==> src/sv/assert_macros.svh <==
// assertion helpers for the rtl files, included by dndc_core
`ifndef ASSERT_MACROS_SVH
`define ASSERT_MACROS_SVH

// property checked at every rising clk edge outside reset
`define ASSERT_CLK(lbl, prop, msg) \
  lbl: assert property (@(posedge clk) disable iff (rst) (prop)) else $error(msg);

// condition that must never be seen at a rising clk edge outside reset
`define ASSERT_NEVER(lbl, cond, msg) \
  lbl: assert property (@(posedge clk) disable iff (rst) !(cond)) else $error(msg);

`endif

==> src/sv/dndc_pkg.sv <==
`timescale 1ns / 1ps

package dndc_pkg;

  localparam int unsigned FIRST_YEAR_INT = 1901;
  localparam int unsigned LAST_YEAR_INT  = 2099;
  localparam int unsigned SPAN_YEARS     = LAST_YEAR_INT - 1900;
  localparam int unsigned LAST_DAY_INT   = SPAN_YEARS * 365 + SPAN_YEARS / 4;

  localparam logic [11:0] FIRST_YEAR = 12'(FIRST_YEAR_INT);
  localparam logic [11:0] LAST_YEAR  = 12'(LAST_YEAR_INT);
  localparam logic [16:0] LAST_DAY   = 17'(LAST_DAY_INT);
  localparam logic [3:0]  LAST_MONTH = 4'd12;
  localparam logic [3:0]  DEC_INDEX  = 4'd11;
  // 1 jan 1901 is a tuesday
  localparam logic [2:0]  FIRST_WD   = 3'd2;

  localparam logic        OP_DATE_TO_NUM = 1'b0;
  localparam logic        OP_NUM_TO_DATE = 1'b1;

  localparam int unsigned IN_DATA_W  = 40;
  localparam int unsigned OUT_DATA_W = 48;

  typedef struct packed {
    logic        op;
    logic [16:0] day_count;
    logic [11:0] year;
    logic [3:0]  month;
    logic [4:0]  day;
  } dndc_req_t;

  typedef struct packed {
    logic [16:0] day_count;
    logic [11:0] year;
    logic [3:0]  month;
    logic [4:0]  day;
    logic [2:0]  weekday;
    logic        error;
  } dndc_res_t;

  function automatic logic is_leap(input logic [11:0] y);
    return (y[1:0] == 2'b00);
  endfunction

  function automatic logic [8:0] year_len(input logic [11:0] y);
    return is_leap(y) ? 9'd366 : 9'd365;
  endfunction

  // m0 counts months from 0 (january)
  function automatic logic [4:0] month_len(input logic [11:0] y, input logic [3:0] m0);
    logic [4:0] len;
    case (m0)
      4'd1: begin
        len = is_leap(y) ? 5'd29 : 5'd28;
      end
      4'd3, 4'd5, 4'd8, 4'd10: begin
        len = 5'd30;
      end
      default: begin
        len = 5'd31;
      end
    endcase
    return len;
  endfunction

  // weekday advance, step below 7
  function automatic logic [2:0] wd_add(input logic [2:0] w, input logic [1:0] a);
    logic [3:0] s;
    s = {1'b0, w} + {2'b00, a};
    if (s >= 4'd7) begin
      s = s - 4'd7;
    end
    return s[2:0];
  endfunction

  // small remainder by 7, input at most 36
  function automatic logic [2:0] mod7_small(input logic [5:0] v);
    logic [5:0] r;
    r = v;
    for (int i = 0; i < 5; i++) begin
      if (r >= 6'd7) begin
        r = r - 6'd7;
      end
    end
    return r[2:0];
  endfunction

endpackage

==> src/sv/dndc_core.sv <==
`timescale 1ns / 1ps
`include "assert_macros.svh"

module dndc_core import dndc_pkg::*; (
  input  logic      clk,
  input  logic      rst,
  input  logic      start,
  input  dndc_req_t req,
  input  logic      out_free,
  output logic      idle,
  output logic      res_valid,
  output dndc_res_t res
);

  typedef enum logic [3:0] {
    IDLE, FWD_YEAR, FWD_MONTH, ADD_DAY, DEC, CHECK,
    NORM, REV_YEAR, REV_MONTH, FINISH, DONE
  } state_t;

  state_t      state;
  logic        op;
  logic [11:0] year_r;
  logic [3:0]  month_r;
  logic [4:0]  day_r;
  logic [16:0] acc;
  logic [16:0] dn;
  logic [11:0] yy;
  logic [3:0]  m0;
  logic [4:0]  off;
  logic [2:0]  wd;
  logic [2:0]  wk;
  logic        err;

  // shared add / subtract unit
  logic [16:0] alu_a;
  logic [16:0] alu_b;
  logic        alu_sub;
  logic [17:0] alu_sum;
  logic        alu_ge;
  logic [4:0]  mlen;
  logic        bad_date;

  assign mlen = month_len(yy, m0);

  always_comb begin
    alu_a   = (state == NORM) ? {12'd0, off} : acc;
    alu_sub = state inside {REV_YEAR, REV_MONTH, NORM, DEC, CHECK};
    case (state)
      FWD_YEAR, REV_YEAR: begin
        alu_b = {8'd0, year_len(yy)};
      end
      FWD_MONTH, REV_MONTH, NORM: begin
        alu_b = {12'd0, mlen};
      end
      ADD_DAY: begin
        alu_b = {12'd0, day_r};
      end
      DEC: begin
        alu_b = 17'd1;
      end
      CHECK: begin
        alu_b = LAST_DAY;
      end
      default: begin
        alu_b = '0;
      end
    endcase
    alu_sum = alu_sub ? ({1'b0, alu_a} - {1'b0, alu_b}) : ({1'b0, alu_a} + {1'b0, alu_b});
    alu_ge  = !alu_sum[17];
  end

  assign bad_date = (req.op == OP_DATE_TO_NUM) &&
                    ((req.year < FIRST_YEAR) || (req.year > LAST_YEAR) ||
                     (req.month == 4'd0) || (req.month > LAST_MONTH) || (req.day == 5'd0));

  always_ff @(posedge clk) begin
    if (rst) begin
      state <= IDLE;
    end else begin
      case (state)
        IDLE: begin
          if (start) begin
            op      <= req.op;
            year_r  <= req.year;
            month_r <= req.month;
            day_r   <= req.day;
            acc     <= (req.op == OP_NUM_TO_DATE) ? req.day_count : 17'd0;
            dn      <= '0;
            yy      <= FIRST_YEAR;
            m0      <= 4'd0;
            wd      <= FIRST_WD;
            off     <= req.day - 5'd1;
            err     <= bad_date;
            if (bad_date) begin
              state <= DONE;
            end else if (req.op == OP_NUM_TO_DATE) begin
              state <= DEC;
            end else begin
              state <= FWD_YEAR;
            end
          end
        end
        FWD_YEAR: begin
          if (yy < year_r) begin
            acc <= alu_sum[16:0];
            yy  <= yy + 12'd1;
            wd  <= wd_add(wd, is_leap(yy) ? 2'd2 : 2'd1);
          end else begin
            state <= FWD_MONTH;
          end
        end
        FWD_MONTH: begin
          if ((m0 + 4'd1) < month_r) begin
            acc <= alu_sum[16:0];
            m0  <= m0 + 4'd1;
            wd  <= wd_add(wd, 2'(mlen - 5'd28));
          end else begin
            state <= ADD_DAY;
          end
        end
        ADD_DAY: begin
          acc   <= alu_sum[16:0];
          state <= DEC;
        end
        DEC: begin
          // day number is kept, acc becomes the zero-based offset
          dn  <= acc;
          acc <= alu_sum[16:0];
          if (!alu_ge) begin
            err   <= 1'b1;
            state <= DONE;
          end else begin
            state <= CHECK;
          end
        end
        CHECK: begin
          if (alu_ge) begin
            err   <= 1'b1;
            state <= DONE;
          end else if (op == OP_NUM_TO_DATE) begin
            state <= REV_YEAR;
          end else begin
            state <= NORM;
          end
        end
        NORM: begin
          // day past month end rolls into the next month, never past december
          if (alu_ge) begin
            off <= alu_sum[4:0];
            m0  <= m0 + 4'd1;
            wd  <= wd_add(wd, 2'(mlen - 5'd28));
          end
          state <= FINISH;
        end
        REV_YEAR: begin
          if (alu_ge && (yy < LAST_YEAR)) begin
            acc <= alu_sum[16:0];
            yy  <= yy + 12'd1;
            wd  <= wd_add(wd, is_leap(yy) ? 2'd2 : 2'd1);
          end else begin
            state <= REV_MONTH;
          end
        end
        REV_MONTH: begin
          if ((m0 < DEC_INDEX) && alu_ge) begin
            acc <= alu_sum[16:0];
            m0  <= m0 + 4'd1;
            wd  <= wd_add(wd, 2'(mlen - 5'd28));
          end else begin
            off   <= acc[4:0];
            state <= FINISH;
          end
        end
        FINISH: begin
          wk    <= mod7_small({3'd0, wd} + {1'b0, off});
          state <= DONE;
        end
        DONE: begin
          if (out_free) begin
            state <= IDLE;
          end
        end
        default: begin
          state <= IDLE;
        end
      endcase
    end
  end

  assign idle      = (state == IDLE);
  assign res_valid = (state == DONE);

  always_comb begin
    res       = '0;
    res.error = err;
    if (!err) begin
      res.day_count = dn;
      res.year      = yy;
      res.month     = m0 + 4'd1;
      res.day       = off + 5'd1;
      res.weekday   = wk;
    end
  end

  `ASSERT_CLK(a_start_idle, start |-> state == IDLE, "word taken while busy")
  `ASSERT_CLK(a_done_hold, (state == DONE && !out_free) |=> state == DONE, "result lost")
  `ASSERT_CLK(a_year_cap, (state == REV_YEAR || state == REV_MONTH) |-> yy <= LAST_YEAR, "year past range")
  `ASSERT_CLK(a_month_cap, (state == REV_MONTH || state == NORM) |-> m0 <= DEC_INDEX, "month past december")
  `ASSERT_NEVER(a_day_zero, res_valid && !res.error && res.day == 5'd0, "day of month wrapped")

endmodule

==> src/sv/day_number_date_converter_top.sv <==
`timescale 1ns / 1ps

// channel | direction | tdata                                       | tuser
// s       | in        | day_count_in, year_in, month_in, day_in     | operation
// m       | out       | day_count_out, year_out, month_out, day_out, | error
//         |           | weekday                                     |
//
// one word at a time through a single shared 17 bit add / subtract unit, one year or
// one month per cycle; a date word walks years, then months, then adds the day, steps
// down to a zero-based offset, checks the range and folds a day past month end; a day number
// steps down, checks the range, then walks years and months; a bad date field skips to the result
// s_tready is high whenever the sequencer is idle, also while a result waits
// in the m register; a stalled m side holds the finished result in the core
// rst is synchronous, active high, and clears the sequencer and m_tvalid only

module day_number_date_converter_top import dndc_pkg::*; (
  input  logic                  clk,
  input  logic                  rst,
  input  logic                  s_tvalid,
  output logic                  s_tready,
  // day_count_in[16:0], year_in[28:17], month_in[32:29], day_in[37:33], zero fill
  input  logic [IN_DATA_W-1:0]  s_tdata,
  // operation[0]
  input  logic                  s_tuser,
  output logic                  m_tvalid,
  input  logic                  m_tready,
  // day_count_out[16:0], year_out[28:17], month_out[32:29], day_out[37:33],
  // weekday[40:38], zero fill
  output logic [OUT_DATA_W-1:0] m_tdata,
  // error[0]
  output logic                  m_tuser
);

  dndc_req_t req;
  dndc_res_t res;
  logic      start;
  logic      idle;
  logic      res_valid;
  logic      out_free;

  // unpack the input word
  assign req.op        = s_tuser;
  assign req.day_count = s_tdata[16:0];
  assign req.year      = s_tdata[28:17];
  assign req.month     = s_tdata[32:29];
  assign req.day       = s_tdata[37:33];

  assign s_tready = idle;
  assign start    = s_tvalid && s_tready;
  // m register is empty or is being emptied this cycle
  assign out_free = !m_tvalid || m_tready;

  dndc_core u_core (
    .clk       (clk),
    .rst       (rst),
    .start     (start),
    .req       (req),
    .out_free  (out_free),
    .idle      (idle),
    .res_valid (res_valid),
    .res       (res)
  );

  // output register
  always_ff @(posedge clk) begin
    if (rst) begin
      m_tvalid <= 1'b0;
    end else if (res_valid && out_free) begin
      m_tvalid <= 1'b1;
    end else if (m_tready) begin
      m_tvalid <= 1'b0;
    end
  end

  always_ff @(posedge clk) begin
    if (res_valid && out_free) begin
      m_tdata <= {7'd0, res.weekday, res.day, res.month, res.year, res.day_count};
      m_tuser <= res.error;
    end
  end

endmodule

==> config.mk <==
export PLATFORM = sky130hd
export DESIGN_NAME = day_number_date_converter_top
export DESIGN_NICKNAME = d
export VERILOG_FILES = /design/src/sv/dndc_pkg.sv /design/src/sv/dndc_core.sv /design/src/sv/day_number_date_converter_top.sv
export VERILOG_INCLUDE_DIRS = /design/src /design/src/sv
export SDC_FILE = /design/constraint.sdc
export NUM_CORES = 1
export LEC_CHECK = 0
export BUFFER_PORTS_ARGS = -buffer_cell sky130_fd_sc_hd__buf_2
export CORE_MARGIN = 4
export CORE_UTILIZATION = 65
export CTS_BUF_LIST = sky130_fd_sc_hd__clkbuf_16
export DETAILED_ROUTE_END_ITERATION = 7
export PLACE_DENSITY_LB_ADDON = 0.3
export SYNTH_ARGS = -nofsm -noshare
export SYNTH_HDL_FRONTEND = slang
export SYNTH_SLANG_ARGS = --single-unit
==> constraint.sdc <==
create_clock -name clk -period 14 [get_ports clk]
set_clock_uncertainty 0.2 [all_clocks]
set_input_delay 2.8 -clock clk [delete_from_list [all_inputs] [get_ports clk]]
set_output_delay 2.8 -clock clk [all_outputs]
set_load 0.05 [all_outputs]
==> metrics.log <==
[metrics] status: completed
[metrics] cell repeated most along the worst path: sky130_fd_sc_hd__ha_1
[metrics] Worst EP arrival: 7370 ps
[metrics] number of enable-type register cells in the synthesized netlist: 126
[metrics] Fin. Hold Viols: 0
[metrics] Worst Path Class, Setup: register to register
[metrics] net count of the finished layout: 1,098
[metrics] biggest area consumer among synthesized cells: sky130_fd_sc_hd__edfxtp_1
[metrics] slowest cell delay on critical path: 570 ps
[metrics] CTS tree: yes
[metrics] layer with the highest usage: met2
[metrics] clock-pin slew on the worst setup and hold paths: 60 ps
[metrics] number of buffers on the longest clock path: 2
[metrics] DRC errors left: 0
[metrics] Tightest Hold Check Type: register to register
[metrics] # setup viols final: 0
[metrics] grt met2 use: 42.57%
[metrics] type of element capturing the critical path: register
[metrics] highest-delay cell along the critical path: sky130_fd_sc_hd__fa_1
[metrics] maximum number of pins on one net before global-route repair: 43
[metrics] floorplan core area: 13,400 um^2
[metrics] number of global-route vias before repair: 6,929
[metrics] CTS sink count: 131
[metrics] synthesized cell area: 8975 um^2
[metrics] fmax: 135.2 MHz
[metrics] CTS buffer count: 17
[metrics] residual overflow from global routing: 0
[metrics] setup TNS after final layout: 0 ps
[metrics] via/cell ratio: 6.220
[metrics] sequential share of the synthesized area: 43.27%
[metrics] count of pins over their slew limit: 0
[metrics] cell area reported after detailed placement: 9503 um^2
[metrics] number of setup buffers added after CTS: 0
[metrics] CTS hold repair buffers: 0
[metrics] die outline area: 15,750 um^2
[metrics] cell types occupying the most area after synthesis: sky130_fd_sc_hd__edfxtp_1 42%, sky130_fd_sc_hd__ha_1 7.8%, sky130_fd_sc_hd__o21ai_0 3.6%
[metrics] H-tree Lvls: 4
[metrics] # resized after CTS: 0
[metrics] share of post-route cells with drive strength above 1: 16.80%
[metrics] number of I/O port buffers: 86
[metrics] number of warning messages in the yosys log: 0
[metrics] Slew HR: 32.28%
[metrics] Starting DRT DRC Count: 829
[metrics] clk_lat worst skew: 430 ps
[metrics] post-synthesis area per instance: 9.745 um^2
[metrics] global-route total usage across every layer: 26.53%
[metrics] number of cells produced by synthesis: 921
[metrics] # diodes: 0
[metrics] final cell area excluding filler cells: 10,130 um^2
[metrics] Worst Hold Slack: 329.4 ps
[metrics] final period demand of the worst path: 7396 ps
[metrics] most instantiated flip-flop cell in the synthesis netlist: sky130_fd_sc_hd__edfxtp_1
[metrics] vertical die dimension: 125.5 um
[metrics] detailed-route via count: 7,352
[metrics] initial cell density of the core: 66.97%
[metrics] commonest cells in the netlist: 126 x sky130_fd_sc_hd__edfxtp_1, 73 x sky130_fd_sc_hd__nand2_1, 65 x sky130_fd_sc_hd__o21ai_0
[metrics] startpoint type of the worst setup path: register
[metrics] iteration count of the initial detailed-routing pass: 5
[metrics] asr flop ratio synth: 0%
[metrics] Max-Cap Viols: 0
[metrics] wire length of the first global-routing pass: 33.84 mm
[metrics] wire length per cell after detailed routing: 17.46 um
[metrics] HPWL after detailed placement: 14.70 mm
[metrics] number of antenna violations at the first check in global routing: 0
[metrics] GR Layer Usage met3: 6.780%
[metrics] total wire length: 20.63 mm
[metrics] RePlAce Congestion: 0.9223
[metrics] layout overhead on the synthesized area: 12.88%
[metrics] most used standard cell by instance count after synthesis: sky130_fd_sc_hd__edfxtp_1
[metrics] number of placement rows: 42
[metrics] fraction of post-synthesis cell area in the top cell type by area: 42.16%
[metrics] number of different library cells in the post-synthesis netlist: 80
[metrics] unrepaired setup endpoints after global routing: false
[metrics] x dimension of the die: 125.5 um
[metrics] required arrival time at the worst endpoint: 13,980 ps
[metrics] Top Ports: 96
[metrics] Critical Path, Cell by Cell: ha_1 -> fa_1 -> ha_1 -> and3b_1 -> a31oi_1 -> nand3_1 -> o21ai_0 -> and2_1 -> ha_1 -> nor2b_1 -> nor2_2 -> mux2_2 -> ha_1 -> and2_4 -> nor2_1 -> mux2_2 -> ha_1 -> and2_4 -> nor3_2 -> mux2_4 -> ha_1 -> a21boi_4 -> mux2_4
[metrics] share of the clock period used by the worst path after layout: 52.83%
[metrics] biggest fanout along the worst timing path: 11
[metrics] met1 Use GR: 35.89%
[metrics] slew at the pin with the worst max-slew slack: 1014 ps
[metrics] register bit total from synthesis: 131
[metrics] clock root cell: sky130_fd_sc_hd__clkbuf_16
[metrics] final antenna-violating net count: 0
==> state kept, by name (all words and copies together), names as in the netlist <==
signal / flops
u_core.acc: 17
u_core.op: 1
u_core.year_r: 12
u_core.off: 5
m_tdata: 41
u_core.month_r: 4
u_core.yy: 12
u_core.m0: 4
m_tvalid: 1
u_core.wk: 3
m_tuser: 1
u_core.err: 1
u_core.wd: 3
u_core.state: 4
u_core.day_r: 5
u_core.dn: 17
==> cell usage in the layout, fill, tap and decap left out, types with 5 or more instances in the layout <==
cell type                   synthesis  routed
sky130_fd_sc_hd__nor3_1            14      14
sky130_fd_sc_hd__nor2_1            64      63
sky130_fd_sc_hd__edfxtp_1         126     126
sky130_fd_sc_hd__conb_1             1       7
sky130_fd_sc_hd__o211ai_1          14      14
sky130_fd_sc_hd__o21ai_0           65      65
sky130_fd_sc_hd__a31oi_1            6       6
sky130_fd_sc_hd__dfxtp_1            5       5
sky130_fd_sc_hd__and2_1            20      20
sky130_fd_sc_hd__nand2b_1          24      24
sky130_fd_sc_hd__o22ai_1            5       5
sky130_fd_sc_hd__mux2_2             6       6
sky130_fd_sc_hd__nand3_1           41      41
sky130_fd_sc_hd__a211oi_1           5       5
sky130_fd_sc_hd__mux2i_1            9       9
sky130_fd_sc_hd__buf_4              8      11
sky130_fd_sc_hd__nand2_1           73      73
sky130_fd_sc_hd__o21a_1             6       6
sky130_fd_sc_hd__a22oi_1            8       8
sky130_fd_sc_hd__inv_1             48      48
sky130_fd_sc_hd__a21boi_0           6       6
sky130_fd_sc_hd__xor2_1            14      14
sky130_fd_sc_hd__nor2b_1           44      44
sky130_fd_sc_hd__clkbuf_16          0      17
sky130_fd_sc_hd__and3_1            25      24
sky130_fd_sc_hd__buf_2              4      86
sky130_fd_sc_hd__xnor2_1           27      27
sky130_fd_sc_hd__a31o_2             5       5
sky130_fd_sc_hd__ha_1              56      56
sky130_fd_sc_hd__a21o_1            17      17
sky130_fd_sc_hd__a21oi_1           53      53
==> critical path, delay by kind of cell (launching register included) <==
kind            cells  cell delay [ps]
compound gates      3              690
fa+ha+maj           7             2350
mux                 4             1350
flops               1              470
simple gates        9             2100
==> routing by layer <==
metal  wire (um)  vias up
met1        8585     3476
li1            -     3492
met5           0        -
met2        9746      336
met4         381        0
met3        1920       48
==> final timing paths <==
kind / start / endpoint / slack, ps / depth (start not counted)
worst max-delay path: u_core.off[0] / u_core.wk[1] / 6600 / 23
worst min-delay path: u_core.dn[2] / m_tdata[2] / 330 / 1
worst max register to register: u_core.off[0] / u_core.wk[1] / 6600 / 23
worst min register to register: u_core.dn[2] / m_tdata[2] / 330 / 1
==> stage by stage <==
| step | util [%] | worst slack, ps | std cells |
|---|---|---|---|
| 2_1_floorplan | - | 7311 | 927 |
| 3_3_place_gp | 70.91 | 6753 | 1150 |
| 3_5_place_dp | 70.91 | 6704 | 1150 |
| 4_1_cts | 75.60 | 6670 | 1182 |
| 5_1_grt | 75.60 | 6140 | 1182 |
| 6_report | 75.60 | 6604 | 1182 |
==> kinds of logic (layout without fill, tap and decap cells) <==
kind of cell	count (synthesis)	after routing	synth area share (%)
multiplexers	18	18	2.342
buffers and inverters	99	178	4.824
AO/OA/AOI/OAI	232	232	16.98
XOR/XNOR	41	41	4.001
other	1	7	0.04178
AND/OR/NAND/NOR	339	339	19.84
flip-flops	131	131	43.27
adder cells (fa/ha/maj)	60	60	8.699
==> layout make-up <==
class | instances | area, um^2
flip-flops and latches | 131 | 3884
clock buffers | 17 | 425.4
inverters | 49 | 183.9
repair buffers | 97 | 513.0
fillers | 936 | 3269
multi-input cells | 697 | 4702
well taps | 176 | 220.2
clock inverters | 15 | 202.7
Power is left out: the tool's default activity adds up to more than one toggle a clock period on the data nets, which glitch-free logic cannot reach.
